<file path="src/design/mcfd_pkg.sv">
// Shared types, constants and helper function for the motor command frame decoder.
package mcfd_pkg;

   localparam int FRAME_LEN = 4;
   localparam int IDX_W     = $clog2(FRAME_LEN);
   localparam int COUNT_W   = 3;
   localparam logic [COUNT_W-1:0] COUNT_MAX = 3'd7;

   localparam logic KIND_BYTE = 1'b0;
   localparam logic KIND_IDLE = 1'b1;

   localparam logic [7:0] HDR       = 8'hA5;
   localparam logic [7:0] TGT_BLDC  = 8'h25;
   localparam logic [7:0] TGT_STEP  = 8'h35;
   localparam logic [7:0] SEL_DUTY  = 8'h15;
   localparam logic [7:0] SEL_FREQ  = 8'h25;
   localparam logic [7:0] SEL_THIRD = 8'h35;
   localparam logic [7:0] SEL_RUN   = 8'h45;
   localparam logic [7:0] SEL_DIR   = 8'h55;
   localparam logic [7:0] SEL_MICRO = 8'h65;
   localparam logic [7:0] VAL_ON    = 8'h15;
   localparam logic [7:0] VAL_OFF   = 8'h25;

   localparam logic [1:0] TW_NONE = 2'd0;
   localparam logic [1:0] TW_ON   = 2'd1;
   localparam logic [1:0] TW_OFF  = 2'd2;

   localparam logic [1:0] LAST_NONE = 2'd0;
   localparam logic [1:0] LAST_BLDC = 2'd1;
   localparam logic [1:0] LAST_STEP = 2'd2;

   localparam int RSP_W = 72;

   typedef struct packed {
      logic       kind;
      logic [7:0] rx_byte;
   } item_type;

   typedef struct packed {
      logic [FRAME_LEN-1:0][7:0] bytes;
      logic                      full;
   } frame_type;

   // first member sits in the highest bits, so fields run from last to first
   typedef struct packed {
      logic       applied;
      logic [1:0] last_target;
      logic [7:0] step_microstep;
      logic [1:0] step_dir;
      logic [1:0] step_run;
      logic [7:0] step_pulses;
      logic [7:0] step_freq;
      logic [7:0] step_duty_pct;
      logic [1:0] bldc_run;
      logic [7:0] bldc_volt;
      logic [7:0] bldc_freq;
      logic [7:0] bldc_duty_pct;
   } result_type;

   function automatic logic [1:0] two_way(input logic [7:0] v);
      logic [1:0] r;
      r = TW_NONE;
      if (v == VAL_ON) begin
         r = TW_ON;
      end else if (v == VAL_OFF) begin
         r = TW_OFF;
      end
      return r;
   endfunction

endpackage

</file>
<file path="src/design/motor_command_frame_decoder_top.sv">
// Top level of the motor command frame decoder.
//
// channel | direction | handshake             | payload
// req     | in        | req_tvalid/req_tready | tdata: rx_byte; tuser: kind
// rsp     | out       | rsp_tvalid/rsp_tready | tdata: settings snapshot, applied
//
// One transaction per cycle sustained unless an idle waits on a stalled rsp; the
// input register feeds the frame store and decoder, whose result register drives
// rsp. An idle's snapshot passes the input and then the result register.
// Reset clears byte count, settings and valid flags; frame bytes are not cleared.
// A stalled rsp holds idle transactions in the input register; byte
// transactions keep flowing while a snapshot waits.
module motor_command_frame_decoder_top (
   input  logic        clock,
   input  logic        reset,
   input  logic        req_tvalid,
   output logic        req_tready,
   input  logic [7:0]  req_tdata,  // [7:0] rx_byte
   input  logic        req_tuser,  // [0] kind
   output logic        rsp_tvalid,
   input  logic        rsp_tready,
   output logic [71:0] rsp_tdata   // [7:0] bldc_duty_pct, [15:8] bldc_freq,
                                   // [23:16] bldc_volt, [25:24] bldc_run,
                                   // [33:26] step_duty_pct, [41:34] step_freq,
                                   // [49:42] step_pulses, [51:50] step_run,
                                   // [53:52] step_dir, [61:54] step_microstep,
                                   // [63:62] last_target, [64] applied, rest zero
);

   mcfd_pkg::item_type   item;
   mcfd_pkg::frame_type  frame;
   mcfd_pkg::result_type result;
   logic                 item_valid;
   logic                 out_free;
   logic                 take;
   logic                 byte_we;
   logic                 fire;

   assign out_free = !rsp_tvalid || rsp_tready;
   assign take     = item_valid &&
                     ((item.kind == mcfd_pkg::KIND_BYTE) || out_free);
   assign byte_we  = take && (item.kind == mcfd_pkg::KIND_BYTE);
   assign fire     = take && (item.kind == mcfd_pkg::KIND_IDLE);

   assign rsp_tdata = {(mcfd_pkg::RSP_W - $bits(result))'(0), result};

   mcfd_in_reg u_in_reg (
      .clock      (clock),
      .reset      (reset),
      .req_tvalid (req_tvalid),
      .req_tready (req_tready),
      .req_tdata  (req_tdata),
      .req_tuser  (req_tuser),
      .take       (take),
      .item_valid (item_valid),
      .item       (item)
   );

   mcfd_frame_buf u_frame_buf (
      .clock    (clock),
      .reset    (reset),
      .byte_we  (byte_we),
      .idle_clr (fire),
      .rx_byte  (item.rx_byte),
      .frame    (frame)
   );

   mcfd_decoder u_decoder (
      .clock      (clock),
      .reset      (reset),
      .fire       (fire),
      .frame      (frame),
      .rsp_tready (rsp_tready),
      .rsp_valid  (rsp_tvalid),
      .result     (result)
   );

   a_idle_gives_rsp: assert property (@(posedge clock) disable iff (reset)
      fire |=> rsp_tvalid)
      else $error("idle transaction produced no response");

   a_byte_no_rsp: assert property (@(posedge clock) disable iff (reset)
      byte_we && !rsp_tvalid |=> !rsp_tvalid)
      else $error("byte transaction produced a response");

   a_applied_target: assert property (@(posedge clock) disable iff (reset)
      rsp_tvalid && result.applied |-> result.last_target != mcfd_pkg::LAST_NONE)
      else $error("applied command without a target");

   a_idle_held: assert property (@(posedge clock) disable iff (reset)
      item_valid && (item.kind == mcfd_pkg::KIND_IDLE) && !out_free |-> !req_tready)
      else $error("input taken while idle transaction stalled");

endmodule

</file>
<file path="src/design/mcfd_in_reg.sv">
// Input register stage holding one request transaction.
module mcfd_in_reg (
   input  logic               clock,
   input  logic               reset,
   input  logic               req_tvalid,
   output logic               req_tready,
   input  logic [7:0]         req_tdata,
   input  logic               req_tuser,
   input  logic               take,
   output logic               item_valid,
   output mcfd_pkg::item_type item
);

   logic               valid_ff;
   logic               valid_in;
   mcfd_pkg::item_type item_ff;

   assign req_tready = !valid_ff || take;
   assign item_valid = valid_ff;
   assign item       = item_ff;

   always_comb begin
      valid_in = valid_ff;
      if (req_tready) begin
         valid_in = req_tvalid;
      end
   end

   always_ff @(posedge clock) begin
      if (reset) begin
         valid_ff <= 1'b0;
      end else begin
         valid_ff <= valid_in;
      end
      if (req_tvalid && req_tready) begin
         item_ff.kind    <= req_tuser;
         item_ff.rx_byte <= req_tdata;
      end
   end

endmodule

</file>
<file path="src/design/mcfd_frame_buf.sv">
// Frame byte store and saturating byte count.
module mcfd_frame_buf (
   input  logic                clock,
   input  logic                reset,
   input  logic                byte_we,
   input  logic                idle_clr,
   input  logic [7:0]          rx_byte,
   output mcfd_pkg::frame_type frame
);

   logic [7:0]                   bytes_ff [mcfd_pkg::FRAME_LEN];
   logic [mcfd_pkg::COUNT_W-1:0] count_ff;
   logic [mcfd_pkg::COUNT_W-1:0] count_in;
   logic                         store;

   assign store = byte_we && (count_ff < mcfd_pkg::COUNT_W'(mcfd_pkg::FRAME_LEN));

   always_comb begin
      count_in = count_ff;
      if (idle_clr) begin
         count_in = '0;
      end else if (byte_we && (count_ff < mcfd_pkg::COUNT_MAX)) begin
         count_in = count_ff + 1'b1;
      end
   end

   always_comb begin
      for (int i = 0; i < mcfd_pkg::FRAME_LEN; i++) begin
         frame.bytes[i] = bytes_ff[i];
      end
      frame.full = (count_ff >= mcfd_pkg::COUNT_W'(mcfd_pkg::FRAME_LEN));
   end

   always_ff @(posedge clock) begin
      if (reset) begin
         count_ff <= '0;
      end else begin
         count_ff <= count_in;
      end
      if (store) begin
         bytes_ff[count_ff[mcfd_pkg::IDX_W-1:0]] <= rx_byte;
      end
   end

endmodule

</file>
<file path="src/design/mcfd_decoder.sv">
// Frame check, settings registers and result register.
module mcfd_decoder (
   input  logic                 clock,
   input  logic                 reset,
   input  logic                 fire,
   input  mcfd_pkg::frame_type  frame,
   input  logic                 rsp_tready,
   output logic                 rsp_valid,
   output mcfd_pkg::result_type result
);

   mcfd_pkg::result_type set_ff;
   mcfd_pkg::result_type set_in;
   mcfd_pkg::result_type result_ff;
   logic                 valid_ff;
   logic [7:0]           hdr;
   logic [7:0]           tgt;
   logic [7:0]           val;
   logic [7:0]           sel;
   logic [1:0]           tw;

   assign hdr = frame.bytes[0];
   assign tgt = frame.bytes[1];
   assign val = frame.bytes[2];
   assign sel = frame.bytes[3];
   assign tw  = mcfd_pkg::two_way(val);

   assign rsp_valid = valid_ff;
   assign result    = result_ff;

   always_comb begin
      set_in         = set_ff;
      set_in.applied = 1'b0;
      if (fire && frame.full && (hdr == mcfd_pkg::HDR)) begin
         unique case (tgt)
            mcfd_pkg::TGT_BLDC: begin
               set_in.applied = 1'b1;
               unique case (sel)
                  mcfd_pkg::SEL_DUTY:  set_in.bldc_duty_pct = val;
                  mcfd_pkg::SEL_FREQ:  set_in.bldc_freq     = val;
                  mcfd_pkg::SEL_THIRD: set_in.bldc_volt     = val;
                  mcfd_pkg::SEL_RUN: begin
                     if (tw != mcfd_pkg::TW_NONE) begin
                        set_in.bldc_run = tw;
                     end else begin
                        set_in.applied = 1'b0;
                     end
                  end
                  default: set_in.applied = 1'b0;
               endcase
               if (set_in.applied) begin
                  set_in.last_target = mcfd_pkg::LAST_BLDC;
               end
            end
            mcfd_pkg::TGT_STEP: begin
               set_in.applied = 1'b1;
               unique case (sel)
                  mcfd_pkg::SEL_DUTY:  set_in.step_duty_pct  = val;
                  mcfd_pkg::SEL_FREQ:  set_in.step_freq      = val;
                  mcfd_pkg::SEL_THIRD: set_in.step_pulses    = val;
                  mcfd_pkg::SEL_MICRO: set_in.step_microstep = val;
                  mcfd_pkg::SEL_RUN: begin
                     if (tw != mcfd_pkg::TW_NONE) begin
                        set_in.step_run = tw;
                     end else begin
                        set_in.applied = 1'b0;
                     end
                  end
                  mcfd_pkg::SEL_DIR: begin
                     if (tw != mcfd_pkg::TW_NONE) begin
                        set_in.step_dir = tw;
                     end else begin
                        set_in.applied = 1'b0;
                     end
                  end
                  default: set_in.applied = 1'b0;
               endcase
               if (set_in.applied) begin
                  set_in.last_target = mcfd_pkg::LAST_STEP;
               end
            end
            default: set_in.applied = 1'b0;
         endcase
      end
   end

   always_ff @(posedge clock) begin
      if (reset) begin
         set_ff   <= '0;
         valid_ff <= 1'b0;
      end else begin
         set_ff <= set_in;
         if (fire) begin
            valid_ff <= 1'b1;
         end else if (rsp_tready) begin
            valid_ff <= 1'b0;
         end
      end
      if (fire) begin
         result_ff <= set_in;
      end
   end

endmodule

</file>
<file path="config.mk">
export PLATFORM = sky130hd
export DESIGN_NAME = motor_command_frame_decoder_top
export DESIGN_NICKNAME = d
export VERILOG_FILES = /design/src/design/mcfd_pkg.sv /design/src/design/motor_command_frame_decoder_top.sv /design/src/design/mcfd_in_reg.sv /design/src/design/mcfd_frame_buf.sv /design/src/design/mcfd_decoder.sv
export SDC_FILE = /design/constraint.sdc
export NUM_CORES = 1
export LEC_CHECK = 0
export BUFFER_PORTS_ARGS = -buffer_cell sky130_fd_sc_hd__buf_4
export CORE_ASPECT_RATIO = 1.75
export CORE_UTILIZATION = 48
export CTS_CLUSTER_SIZE = 12
export DETAILED_ROUTE_END_ITERATION = 10
export PLACE_DENSITY = 0.71
export SLEW_MARGIN = 5
export SYNTH_ARGS = -nofsm -noshare
export SYNTH_HDL_FRONTEND = slang
export SYNTH_HIERARCHICAL = 1
export SYNTH_SLANG_ARGS = --single-unit
</file>
<file path="constraint.sdc">
create_clock -name clock -period 5.15 [get_ports clock]
set_clock_uncertainty 0.15 [all_clocks]
set_input_delay 0.2575 -clock clock [delete_from_list [all_inputs] [get_ports clock]]
set_output_delay 0.2575 -clock clock [all_outputs]
set_load 0.02 [all_outputs]
</file>
==> flow_metrics.tcl <==
set metrics [dict create \
    outcome "finished clean" \
    instances_no_fill 719 \
    numPortBuffers 79 \
    slew_headroom_pct 21.50 \
    core_area_um2 13450 \
    worstMarginPinSlew_ns 1.168 \
    grt_pass1_wl_um 18840 \
    cts_max_level 4 \
    cts_tree "done" \
    hpwl_um 8179 \
    r2r_slack_ns 2.04 \
    timing.final.crit_share_pct 60.38 \
    avgSynthCellArea_um2 15.23 \
    met3_usage_pct 5.091 \
    vias 3713 \
    worst-path-max-fanout 11 \
    area_delta_synth_final_pct 21.17 \
    cts_resized 0 \
    dr.pass1.iters 4 \
    clk_path_buf_depth 2 \
    end_kind "register" \
    antenna_found_initial 0 \
    maxSlewViolCount 0 \
    track_usage_pct 17.87 \
    die_area_um2 14360 \
    hp-class "in -> reg" \
    first_global_vias 3667 \
    worst_ir_drop_vdd_v 0.0002396 \
    clk_pin_slew_ns 0.06 \
    wl_um 12230 \
    dp_cells 675 \
    crit_type "reg -> reg" \
    ys_seq_area_share_pct 68.58 \
    synthArstFlopShare_pct 0 \
    antenna_cells 0 \
    wl_per_cell_um 17.00 \
    top_usage_layer "met2" \
    worstPathArrival_ns 3.27 \
    grt_start_max_net_pins 69 \
    critPathSlowestCell "nor4_2" \
    clk_latency_ns 0.42 \
    drc 0 \
    root_buffer "clkbuf_16" \
    final_layout_size_suffix_gt1_share_pct 35.23 \
    ys_ff_latch 175 \
    required_ns 5.31 \
    use_met1_pct 18.20 \
    finalHoldViolations 0 \
    max-cap-violations 0 \
    tns_ns 0 \
    grtUsageMet2_pct 33.08 \
    mostFrequentLayoutCells "edfxtp_1, buf_4, dfxtp_1, and2_1, mux2_2" \
    rsz0062_at_grt "no" \
    final_common_cell "edfxtp_1" \
    synthFlopType "edfxtp_1" \
    max_freq_ghz 0.3216 \
    final_core_util_pct 59.94 \
    avgViaCountPerCell 5.164 \
    crit_buf_inv 0 \
    fp.dieH_um 157.8 \
    ys_warn_count 6 \
    ys_types 63 \
    fin_crit_ns 3.110 \
    power_density_nw_per_um2 353.2 \
    synth_edf_count 106 \
    finalSetupViolations 0 \
    routabilityCongestion 0.7984 \
    ios 87 \
    cts_made_buffers 17 \
    nFillCells 1057 \
    postRouteAntennaNets 0 \
    start_kind "register" \
    crit_family "simple AND/OR/NAND/NOR gates" \
    seqCellArea_um2 4564 \
    cp_slowest_stage_delay_ns 0.93 \
    nNetsFinal 549 \
    synthCells 437 \
    num_rows 56 \
    path_cells "nand2_1 -> nor2_4 -> nand4bb_1 -> nor4_2 -> and3_1 -> mux2_2 -> and2_1" \
    die_w_um 91.01 \
    clkSinkCount 175 \
    multi_input_area_um2 1938 \
    start_util_pct 49.47 \
    p_leak_nw 3.118 \
    gr-total-overflow 0 \
    first_iter_violations 160 \
    netlist_area_um2 6655 \
]
## layer usage
metal	up-vias	wire [um]
met4	0	370
met3	24	417
met5	-	0
met2	94	6840
met1	1824	4596
li1	1771	-
## what timing repair did
| item | 4_1_cts | 5_1_grt |
|---|---|---|
| hold buffers | 12 | 0 |
| endpoints found under the hold margin | 19 | 0 |
| setup endpoints to repair | 0 | 0 |
| buffers inserted | 0 | 0 |
## layout make-up
class	count	area share, %
Timing Repair Buffer	94	9.123
Multi-Input combinational cell	234	24.03
Tap cell	174	2.700
Clock buffer	18	5.446
Inverter	10	0.4655
Clock inverter	14	1.629
Sequential cell	175	56.60
## synthesized netlist by cell type, drive strengths merged (2+ instances only)
master	count	area share [%]
a21oi	13	1.1
a21boi	3	0.39
a211oi	4	0.45
nand3	4	0.68
nor2b	5	0.62
buf	13	1.5
ha	4	0.75
and2	63	6.0
mux2	56	9.5
nor4	5	1.2
and3	3	0.28
nand4	7	1.2
a31oi	3	0.28
nor2	13	0.77
nand2b	3	0.39
edfxtp	106	48
nor3b	3	0.51
and4	2	0.26
nor3	4	0.30
dfxtp	69	21
o41ai	2	0.26
nand2	8	0.45
nand4bb	3	0.51
clkbuf	10	0.56
nor4bb	2	0.30
inv	10	0.56
## per-stage QoR
| step | hold WS (ns) | setup slack [ns] | instance area (um^2) | power, mW |
|---|---|---|---|---|
| 2_1_floorplan | 0.1699 | 0.8594 | 6680 | 1.610 |
| 3_3_place_gp | 0.2863 | 2.126 | 7373 | 1.653 |
| 3_5_place_dp | 0.2869 | 2.022 | 7373 | 1.656 |
| 4_1_cts | 0.02078 | 2.010 | 8064 | 2.874 |
| 5_1_grt | 0.03360 | 1.840 | 8064 | 2.939 |
| 6_report | 0.03600 | 2.040 | 8064 | 2.849 |
## worst min-delay path: stages
cell and delay (ns):
buf_4 0.12, inv_1 0.05, a21oi_1 0.06, nor2_1 0.08
## power breakdown
part | internal (mW) | switching, mW
clock network | 0.685 | 0.533
logic | 0.0417 | 0.0639
registers | 1.51 | 0.0145
## flip-flops by register name (all words and copies together), names as in the netlist
register / count
u_decoder/result: 65
u_decoder/set_ff: 64
u_frame_buf/bytes_ff: 32
u_in_reg/item: 9
u_frame_buf/count_ff: 3
u_decoder/rsp_valid: 1
u_in_reg/item_valid: 1
## cell families after synthesis
| kind of cell | synth area share [%] |
|---|---|
| compound gates | 3.741 |
| fa+ha+maj | 0.7521 |
| other cells | 0.05635 |
| simple gates | 14.31 |
| buf+inv | 2.745 |
| flops | 68.58 |
| mux | 9.682 |
| xor+xnor | 0.1316 |
## worst paths after layout
path                                to  cells after the start            startpoint
setup reg to reg  u_decoder/set_ff[17]                      7   u_in_reg/item_valid
hold reg to reg   u_decoder/set_ff[53]                      2  u_decoder/set_ff[53]
hold / removal     u_decoder/rsp_valid                      4            rsp_tready
setup / recovery  u_decoder/set_ff[17]                      7   u_in_reg/item_valid
Note: power is estimated with default switching activity, not from simulation.
